===== config.mk =====
export PLATFORM = sky130hd
export DESIGN_NAME = bgp_nlri_prefix_parser_top_flat
export DESIGN_NICKNAME = d
export VERILOG_FILES = /design/src/design/bnp_pkg.sv /design/src/design/bnp_in_if.sv /design/src/design/bnp_out_if.sv /design/src/design/bgp_nlri_prefix_parser_top.sv /design/src/flat_wrapper.sv
export SDC_FILE = /design/constraint.sdc
export NUM_CORES = 1
export LEC_CHECK = 0
export BUFFER_PORTS_ARGS = -buffer_cell sky130_fd_sc_hd__buf_2
export CORE_ASPECT_RATIO = 0.6
export CORE_MARGIN = 2
export CORE_UTILIZATION = 55
export CTS_CLUSTER_SIZE = 30
export DETAILED_ROUTE_END_ITERATION = 7
export PLACE_DENSITY = 0.81
export SETUP_SLACK_MARGIN = 0.05
export SYNTH_ARGS = -nofsm -noshare
export SYNTH_HDL_FRONTEND = slang
export SYNTH_SLANG_ARGS = --single-unit

===== constraint.sdc =====
create_clock -name i_clk -period 7.5 [get_ports i_clk]
set_input_delay 1.5 -clock i_clk [delete_from_list [all_inputs] [get_ports i_clk]]
set_output_delay 1.5 -clock i_clk [all_outputs]
set_load 0.05 [all_outputs]

===== src/design/bnp_pkg.sv =====
// ----------------------------------------------------------------------------
// bnp_pkg: shared types and constants for the BGP NLRI prefix parser
// Parse phases, result status codes, family width limits and the result word.
// ----------------------------------------------------------------------------
package bnp_pkg;

    typedef enum logic [1:0] {
        PH_START  = 2'd0,
        PH_PATHID = 2'd1,
        PH_WIDTH  = 2'd2,
        PH_PREFIX = 2'd3
    } t_phase;

    typedef enum logic [1:0] {
        ST_OK       = 2'd0,
        ST_TRUNC    = 2'd1,
        ST_BADWIDTH = 2'd2
    } t_status;

    typedef enum logic {
        CFG_ADDRESS_FAMILY = 1'b0,
        CFG_PATH_IDS       = 1'b1
    } t_cfg_idx;

    localparam logic [7:0] MAX_WIDTH_V4 = 8'd32;
    localparam logic [7:0] MAX_WIDTH_V6 = 8'd128;
    localparam logic [4:0] PATH_ID_BYTES = 5'd4;

    typedef struct packed {
        logic [31:0] path_id;
        logic [7:0]  prefix_width;
        logic [63:0] prefix_high;
        logic [63:0] prefix_low;
        logic [1:0]  status;
        logic        end_of_buffer;
    } t_result;

endpackage


===== src/design/bnp_in_if.sv =====
// ----------------------------------------------------------------------------
// bnp_in_if: NLRI byte channel
// Valid/ready channel carrying one buffer byte and its last-byte flag.
// ----------------------------------------------------------------------------
interface bnp_in_if;
    logic       valid;
    logic       ready;
    logic [7:0] data_byte;
    logic       last_byte;

    modport source (output valid, output data_byte, output last_byte, input ready);
    modport sink   (input valid, input data_byte, input last_byte, output ready);
endinterface


===== src/design/bnp_out_if.sv =====
// ----------------------------------------------------------------------------
// bnp_out_if: parsed prefix channel
// Valid/ready channel carrying one parsed prefix or error report.
// ----------------------------------------------------------------------------
interface bnp_out_if;
    logic        valid;
    logic        ready;
    logic [31:0] path_id;
    logic [7:0]  prefix_width;
    logic [63:0] prefix_high;
    logic [63:0] prefix_low;
    logic [1:0]  status;
    logic        end_of_buffer;

    modport source (output valid, output path_id, output prefix_width, output prefix_high,
                    output prefix_low, output status, output end_of_buffer, input ready);
    modport sink   (input valid, input path_id, input prefix_width, input prefix_high,
                    input prefix_low, input status, input end_of_buffer, output ready);
endinterface


===== src/design/bgp_nlri_prefix_parser_top.sv =====
// ----------------------------------------------------------------------------
// bgp_nlri_prefix_parser_top: BGP NLRI prefix walker with path identifier support
//
//   channel   dir  payload                                   handshake
//   i_nlri    in   data_byte[7:0], last_byte                 valid/ready
//   o_prefix  out  path_id, prefix_width, prefix_high/low,   valid/ready
//                  status[1:0], end_of_buffer
//   i_cfg_*   in   idx 0 address_family, idx 1 path ids on   write enable
//
// One byte is taken per cycle while ready is high; the parse state updates at the
// accepting edge and a result, if any, is visible on o_prefix in the following cycle.
// The result register frees as it is read, so a byte is accepted while a
// waiting result is taken in the same cycle; ready drops only while a result
// is held by the consumer. Synchronous reset returns to the start phase.
// ----------------------------------------------------------------------------
module bgp_nlri_prefix_parser_top
    import bnp_pkg::*;
(
    input  logic        i_clk,
    input  logic        i_rst_n,
    input  logic        i_cfg_we,
    input  logic        i_cfg_idx,
    input  logic        i_cfg_wdata,
    bnp_in_if.sink      i_nlri,
    bnp_out_if.source   o_prefix
);

    logic         r_address_family;
    logic         r_path_ids_on;

    t_phase       r_phase,         n_phase;
    logic [4:0]   r_count,         n_count;
    logic [31:0]  r_path_id,       n_path_id;
    logic [7:0]   r_width,         n_width;
    logic [127:0] r_prefix,        n_prefix;
    logic         r_discarding,    n_discarding;

    logic         r_out_valid;
    t_result      r_out;

    logic         w_ready;
    logic         w_accept;
    logic         w_has_result;
    t_status      w_status;
    logic [7:0]   w_byte;
    logic         w_last;
    logic [7:0]   w_max_width;
    logic [8:0]   w_width_round;
    logic [4:0]   w_need;
    logic [3:0]   w_slot;
    logic [4:0]   w_count_inc;
    t_result      w_result;

    assign w_ready  = !r_out_valid || o_prefix.ready;
    assign w_accept = i_nlri.valid && w_ready;
    assign i_nlri.ready = w_ready;
    assign w_byte = i_nlri.data_byte;
    assign w_last = i_nlri.last_byte;

    assign w_max_width   = r_address_family ? MAX_WIDTH_V6 : MAX_WIDTH_V4;
    assign w_width_round = {1'b0, r_width} + 9'd7;
    assign w_need        = w_width_round[7:3];
    assign w_slot        = r_count[3:0];
    assign w_count_inc   = r_count + 5'd1;

    always_ff @(posedge i_clk) begin
        if (!i_rst_n) begin
            r_address_family <= 1'b0;
            r_path_ids_on    <= 1'b0;
        end else if (i_cfg_we) begin
            case (t_cfg_idx'(i_cfg_idx))
                CFG_ADDRESS_FAMILY: r_address_family <= i_cfg_wdata;
                CFG_PATH_IDS:       r_path_ids_on    <= i_cfg_wdata;
                default:            r_path_ids_on    <= r_path_ids_on;
            endcase
        end
    end

    always_comb begin
        n_phase      = r_phase;
        n_count      = r_count;
        n_path_id    = r_path_id;
        n_width      = r_width;
        n_prefix     = r_prefix;
        n_discarding = r_discarding;
        w_has_result = 1'b0;
        w_status     = ST_OK;

        if (r_discarding) begin
            if (w_last) begin
                n_discarding = 1'b0;
                n_phase      = PH_START;
            end
        end else begin
            case (r_phase)
                PH_START: begin
                    n_path_id = '0;
                    n_width   = '0;
                    n_prefix  = '0;
                    n_count   = '0;
                    if (r_path_ids_on) begin
                        n_path_id = {24'd0, w_byte};
                        n_count   = 5'd1;
                        n_phase   = PH_PATHID;
                    end else begin
                        n_width = w_byte;
                        if (w_byte > w_max_width) begin
                            w_has_result = 1'b1;
                            w_status     = ST_BADWIDTH;
                        end else if (w_byte == 8'd0) begin
                            w_has_result = 1'b1;
                            n_phase      = PH_START;
                        end else begin
                            n_phase = PH_PREFIX;
                        end
                    end
                end
                PH_PATHID: begin
                    n_path_id = {r_path_id[23:0], w_byte};
                    n_count   = w_count_inc;
                    if (w_count_inc >= PATH_ID_BYTES) begin
                        n_count = '0;
                        n_phase = PH_WIDTH;
                    end
                end
                PH_WIDTH: begin
                    n_width = w_byte;
                    if (w_byte > w_max_width) begin
                        w_has_result = 1'b1;
                        w_status     = ST_BADWIDTH;
                    end else if (w_byte == 8'd0) begin
                        w_has_result = 1'b1;
                        n_phase      = PH_START;
                    end else begin
                        n_count = '0;
                        n_phase = PH_PREFIX;
                    end
                end
                PH_PREFIX: begin
                    // slot 0 lands in the top byte of the 128-bit store
                    n_prefix[{~w_slot, 3'b000} +: 8] = r_prefix[{~w_slot, 3'b000} +: 8] | w_byte;
                    n_count = w_count_inc;
                    if (w_count_inc >= w_need) begin
                        w_has_result = 1'b1;
                        n_phase      = PH_START;
                    end
                end
                default: begin
                    n_phase = PH_START;
                end
            endcase

            // buffer ran out with the prefix still open
            if (!w_has_result && w_last) begin
                w_has_result = 1'b1;
                w_status     = ST_TRUNC;
            end

            if (w_last) begin
                n_phase = PH_START;
            end else if (w_has_result && w_status != ST_OK) begin
                n_discarding = 1'b1;
                n_phase      = PH_START;
            end
        end
    end

    always_comb begin
        w_result.path_id       = n_path_id;
        w_result.prefix_width  = n_width;
        w_result.prefix_high   = (w_status == ST_OK) ? n_prefix[127:64] : 64'd0;
        w_result.prefix_low    = (w_status == ST_OK) ? n_prefix[63:0]   : 64'd0;
        w_result.status        = w_status;
        w_result.end_of_buffer = w_last;
    end

    always_ff @(posedge i_clk) begin
        if (!i_rst_n) begin
            r_phase      <= PH_START;
            r_count      <= '0;
            r_path_id    <= '0;
            r_width      <= '0;
            r_prefix     <= '0;
            r_discarding <= 1'b0;
        end else if (w_accept) begin
            r_phase      <= n_phase;
            r_count      <= n_count;
            r_path_id    <= n_path_id;
            r_width      <= n_width;
            r_prefix     <= n_prefix;
            r_discarding <= n_discarding;
        end
    end

    always_ff @(posedge i_clk) begin
        if (!i_rst_n) begin
            r_out_valid <= 1'b0;
        end else if (w_ready) begin
            r_out_valid <= w_accept && w_has_result;
        end
    end

    // hold the payload while the consumer stalls
    always_ff @(posedge i_clk) begin
        if (w_accept && w_has_result) begin
            r_out <= w_result;
        end
    end

    assign o_prefix.valid         = r_out_valid;
    assign o_prefix.path_id       = r_out.path_id;
    assign o_prefix.prefix_width  = r_out.prefix_width;
    assign o_prefix.prefix_high   = r_out.prefix_high;
    assign o_prefix.prefix_low    = r_out.prefix_low;
    assign o_prefix.status        = r_out.status;
    assign o_prefix.end_of_buffer = r_out.end_of_buffer;

`ifndef NO_ASSERTIONS
    a_no_result_while_discarding: assert property (@(posedge i_clk) disable iff (!i_rst_n)
        (w_accept && r_discarding) |-> !w_has_result)
        else $error("result produced while discarding");

    a_last_rearms: assert property (@(posedge i_clk) disable iff (!i_rst_n)
        (w_accept && w_last) |=> (r_phase == PH_START && !r_discarding))
        else $error("last word did not re-arm the parser");

    a_prefix_width_legal: assert property (@(posedge i_clk) disable iff (!i_rst_n)
        (r_phase == PH_PREFIX) |-> (r_width != 8'd0 && r_width <= MAX_WIDTH_V6))
        else $error("prefix phase with illegal width");

    a_error_starts_discard: assert property (@(posedge i_clk) disable iff (!i_rst_n)
        (w_accept && w_has_result && w_status != ST_OK && !w_last) |=> r_discarding)
        else $error("error word did not start discarding");
`endif

endmodule


===== src/flat_wrapper.sv =====
// flat-port wrapper written by rule: the top's interface ports become plain ports
module bgp_nlri_prefix_parser_top_flat import bnp_pkg::*;
  (i_clk, i_rst_n, i_cfg_we, i_cfg_idx, i_cfg_wdata, i_nlri_valid, i_nlri_data_byte, i_nlri_last_byte, i_nlri_ready, o_prefix_valid, o_prefix_path_id, o_prefix_prefix_width, o_prefix_prefix_high, o_prefix_prefix_low, o_prefix_status, o_prefix_end_of_buffer, o_prefix_ready);
  bnp_in_if i_nlri_i ();
  bnp_out_if o_prefix_i ();
  input  logic i_clk;
  input  logic i_rst_n;
  input  logic i_cfg_we;
  input  logic i_cfg_idx;
  input  logic i_cfg_wdata;
  input wire logic [$bits(i_nlri_i.valid)-1:0] i_nlri_valid;
  input wire logic [$bits(i_nlri_i.data_byte)-1:0] i_nlri_data_byte;
  input wire logic [$bits(i_nlri_i.last_byte)-1:0] i_nlri_last_byte;
  output wire logic [$bits(i_nlri_i.ready)-1:0] i_nlri_ready;
  output wire logic [$bits(o_prefix_i.valid)-1:0] o_prefix_valid;
  output wire logic [$bits(o_prefix_i.path_id)-1:0] o_prefix_path_id;
  output wire logic [$bits(o_prefix_i.prefix_width)-1:0] o_prefix_prefix_width;
  output wire logic [$bits(o_prefix_i.prefix_high)-1:0] o_prefix_prefix_high;
  output wire logic [$bits(o_prefix_i.prefix_low)-1:0] o_prefix_prefix_low;
  output wire logic [$bits(o_prefix_i.status)-1:0] o_prefix_status;
  output wire logic [$bits(o_prefix_i.end_of_buffer)-1:0] o_prefix_end_of_buffer;
  input wire logic [$bits(o_prefix_i.ready)-1:0] o_prefix_ready;
  assign i_nlri_i.valid = i_nlri_valid;
  assign i_nlri_i.data_byte = i_nlri_data_byte;
  assign i_nlri_i.last_byte = i_nlri_last_byte;
  assign i_nlri_ready = i_nlri_i.ready;
  assign o_prefix_valid = o_prefix_i.valid;
  assign o_prefix_path_id = o_prefix_i.path_id;
  assign o_prefix_prefix_width = o_prefix_i.prefix_width;
  assign o_prefix_prefix_high = o_prefix_i.prefix_high;
  assign o_prefix_prefix_low = o_prefix_i.prefix_low;
  assign o_prefix_status = o_prefix_i.status;
  assign o_prefix_end_of_buffer = o_prefix_i.end_of_buffer;
  assign o_prefix_i.ready = o_prefix_ready;
  bgp_nlri_prefix_parser_top u_core (.i_clk(i_clk), .i_rst_n(i_rst_n), .i_cfg_we(i_cfg_we), .i_cfg_idx(i_cfg_idx), .i_cfg_wdata(i_cfg_wdata), .i_nlri(i_nlri_i), .o_prefix(o_prefix_i));
endmodule

==> flow_summary.yaml <==
finish:
  layout-drive-gt1-share: 0.1962
  diodes: 0
  nets: 1492
  area_growth_pct: 13.48
  fin_cells: 1848
die:
  core_um2: 26710
  num_rows: 46
  die_h_um: 132.4
  dieArea_um2: 28870
  ios: 189
  die_w_um: 218.0
  start_util: 0.5660
job:
  cap_violations: 0
drt:
  drtIter0Drc: 2115
  drt-vias-per-instance: 6.648
  first_pass_iters: 7
  drc: 0
  drt_wl_total_um: 45690
  routedWlPerCell_um: 24.72
  ant_nets: 0
  via_count: 12285
  highest_layer: "met4"
  routed-wl-met2_um: 17880
  met3_length_um: 6962
  wl_met1_um: 19640
logic_synthesis:
  synth_area_um2: 15120
  synth-async-reset-ratio: 0
  synthFlopType: "dfxtp_1"
  ys_top_cells_by_count: "dfxtp_1 (179), edfxtp_1 (171), nor2_1 (170), a22o_1 (169), a22oi_1 (136)"
  yosysWarnings: 0
  synth_adder_area_share: 0.01076
  synth-edff-count: 171
  synth.distinct_cells: 59
  ys_seq_area_frac: 0.5768
  synth_top_family_by_area: "compound AO/OA/AOI/OAI gates"
  yosys_register_bits: 350
  synthTopCellsByArea: "edfxtp_1 (34%), dfxtp_1 (24%), a22o_1 (9.8%)"
  synth_mux_area_frac: 0.04602
  synthesis.instances: 1327
  synth-simple-area-share: 0.1045
  synth_top_area_frac: 0.3397
  synth.net_count: 1356
  yosysTopAreaCell: "edfxtp_1"
  synth.avg_cell_area_um2: 11.39
  synth_most_common_cell: "dfxtp_1"
  synth_compound_area_frac: 0.2179
  synthXorXnorAreaFrac: 0.005132
timing:
  tightest_slew_ns: 1.284
  period_needed_ns: 5.050
  slew_headroom: 0.1366
  tns_ns: 0
  finalSetupViolations: 0
  hold_viol_final: 0
  finalMaxSlewViolations: 0
  rsz0062_at_grt: "false"
  finalClockSkew_ns: 0.01288
  fmax_mhz: 198.0
  finalCritPeriodShare: 0.6733
  worst_slack_ns: 2.450
cts:
  cts_setup_buffers: 0
  clk_pin_slew_worst_paths_ns: 0.07
  clockRootBuffer: "clkbuf_16"
  cts.path.max_buffers: 3
  clk_latency_ns: 0.58
  cts_tree: "built"
  cts_resized: 0
  cts_sinks: 350
  cts-hold-fix-buffers: 0
  cts_buffers: 31
  h-tree-depth: 1
placement:
  dp_slack_ns: 2.441
  place_congestion: 0.9939
  placedCellCount: 1790
  dp_hpwl_um: 31090
  port-buffer-count: 188
hold_path:
  holdCritPathClass: "reg -> reg"
worst_setup_path:
  required_ns: 7.71
  arrival_ns: 5.26
  start_kind: "register"
  crit_type: "reg -> reg"
  end_kind: "register"
  cp_max_fo: 111
global_route:
  grt_pass1_wl_um: 68200
  grt_max_degree: 112
  antenna_found_initial: 1
  groute.usage.overall: 0.3090
  first_global_vias: 10964
  grt_overflow: 0
power_and_ir_drop:
  p_per_area_nw_per_um2: 259.3
  peakVddDrop_mv: 0.1543
  p_leak_nw: 6.177
outcome:
  status: "completed"
worst max-delay path, cell delays in order (launching register included):
cell and delay (ns):
dfxtp_1 0.32, buf_4 0.42, ha_1 0.50, xnor2_2 0.25, inv_1 0.22, ha_1 0.35
a21o_1 0.11, a31oi_1 0.03, o21ai_0 0.25, a32o_1 0.33, o21ai_0 0.26, inv_6 0.70
buf_4 0.75
sequential cells by signal, summed over array words and instances (netlist names), 2 cells and up:
signal and count:
u_core.r_prefix 128, u_core.o_prefix.prefix_high 64, u_core.o_prefix.prefix_low 64, u_core.o_prefix.path_id 32, u_core.r_path_id 32, u_core.o_prefix.prefix_width 8, u_core.r_width 8, u_core.r_count 5
u_core.o_prefix.status 2, u_core.r_phase 2
layout make-up:
| type | count | area, um2 |
|---|---|---|
| well taps | 360 | 450.4 |
| flip-flops and latches | 350 | 8720 |
| repair buffers | 206 | 1076 |
| fillers | 2129 | 9552 |
| multi-input cells | 860 | 5834 |
| clock buffers | 41 | 843.3 |
| clock inverters | 17 | 172.7 |
| inverters | 14 | 57.56 |
cells in the final DEF, fill, tap and decap left out, types with 7 or more instances in the layout:
master     netlist  layout
a21oi_1         62      62
a221o_1          8       7
a22o_1         169     169
a22oi_1        136     136
a31oi_1          7       7
a32o_1           9       9
and3_1           9       9
buf_2           44     188
buf_4            5      18
clkbuf_1        32       7
clkbuf_16        0      31
clkinv_2         0       7
dfxtp_1        179     178
edfxtp_1       171     171
ha_1            13      13
inv_1           14      12
mux2i_1         38      38
mux4_2          14      14
nand2_1        108     108
nand2b_1        15      15
nand3_1         10      10
nor2_1         170     169
nor2b_1          8       8
nor3_1          16      15
o21ai_0          7       7
per-layer routing:
metal,GRT usage,vias to the layer above
met3,0.09287,102
met5,0,-
li1,-,5325
met2,0.3935,934
met1,0.5009,5924
met4,0.07596,0
worst paths after layout:
kind	start	to	slack (ns)	depth (start not counted)
setup / recovery	u_core.r_count[0]	u_core.o_prefix.prefix_low[13]	2.45	12
hold / removal	u_core.r_path_id[29]	u_core.r_path_id[29]	0.46	2
setup reg to reg	u_core.r_count[0]	u_core.o_prefix.prefix_low[13]	2.45	12
hold reg to reg	u_core.r_path_id[29]	u_core.r_path_id[29]	0.46	2
cells by family (layout without fill, tap and decap cells):
kind of cell | Yosys count | in the layout
flops | 350 | 350
compound gates | 427 | 427
fa+ha+maj | 13 | 13
xor+xnor | 8 | 8
mux | 52 | 52
simple gates | 360 | 360
buf+inv | 117 | 278
power by group:
part           switching [W]  internal (W)  leakage [nW]
clock network       0.000716      0.000897         0.501
registers          0.0000345       0.00211          3.11
logic               0.000578      0.000114          2.57
metrics by stage:
step	util	total power, W	instance area (um2)	hold slack, ns
after global routing	0.6423	0.004578	17150	0.4762
after global placement	0.6043	0.002865	16140	0.4423
final	0.6423	0.004448	17150	0.4601
after CTS	0.6423	0.004453	17150	0.4602
after detailed placement	0.6043	0.002869	16140	0.4514
after floorplan	-	0.002731	15120	0.4366
(Power assumes the default switching activity.)
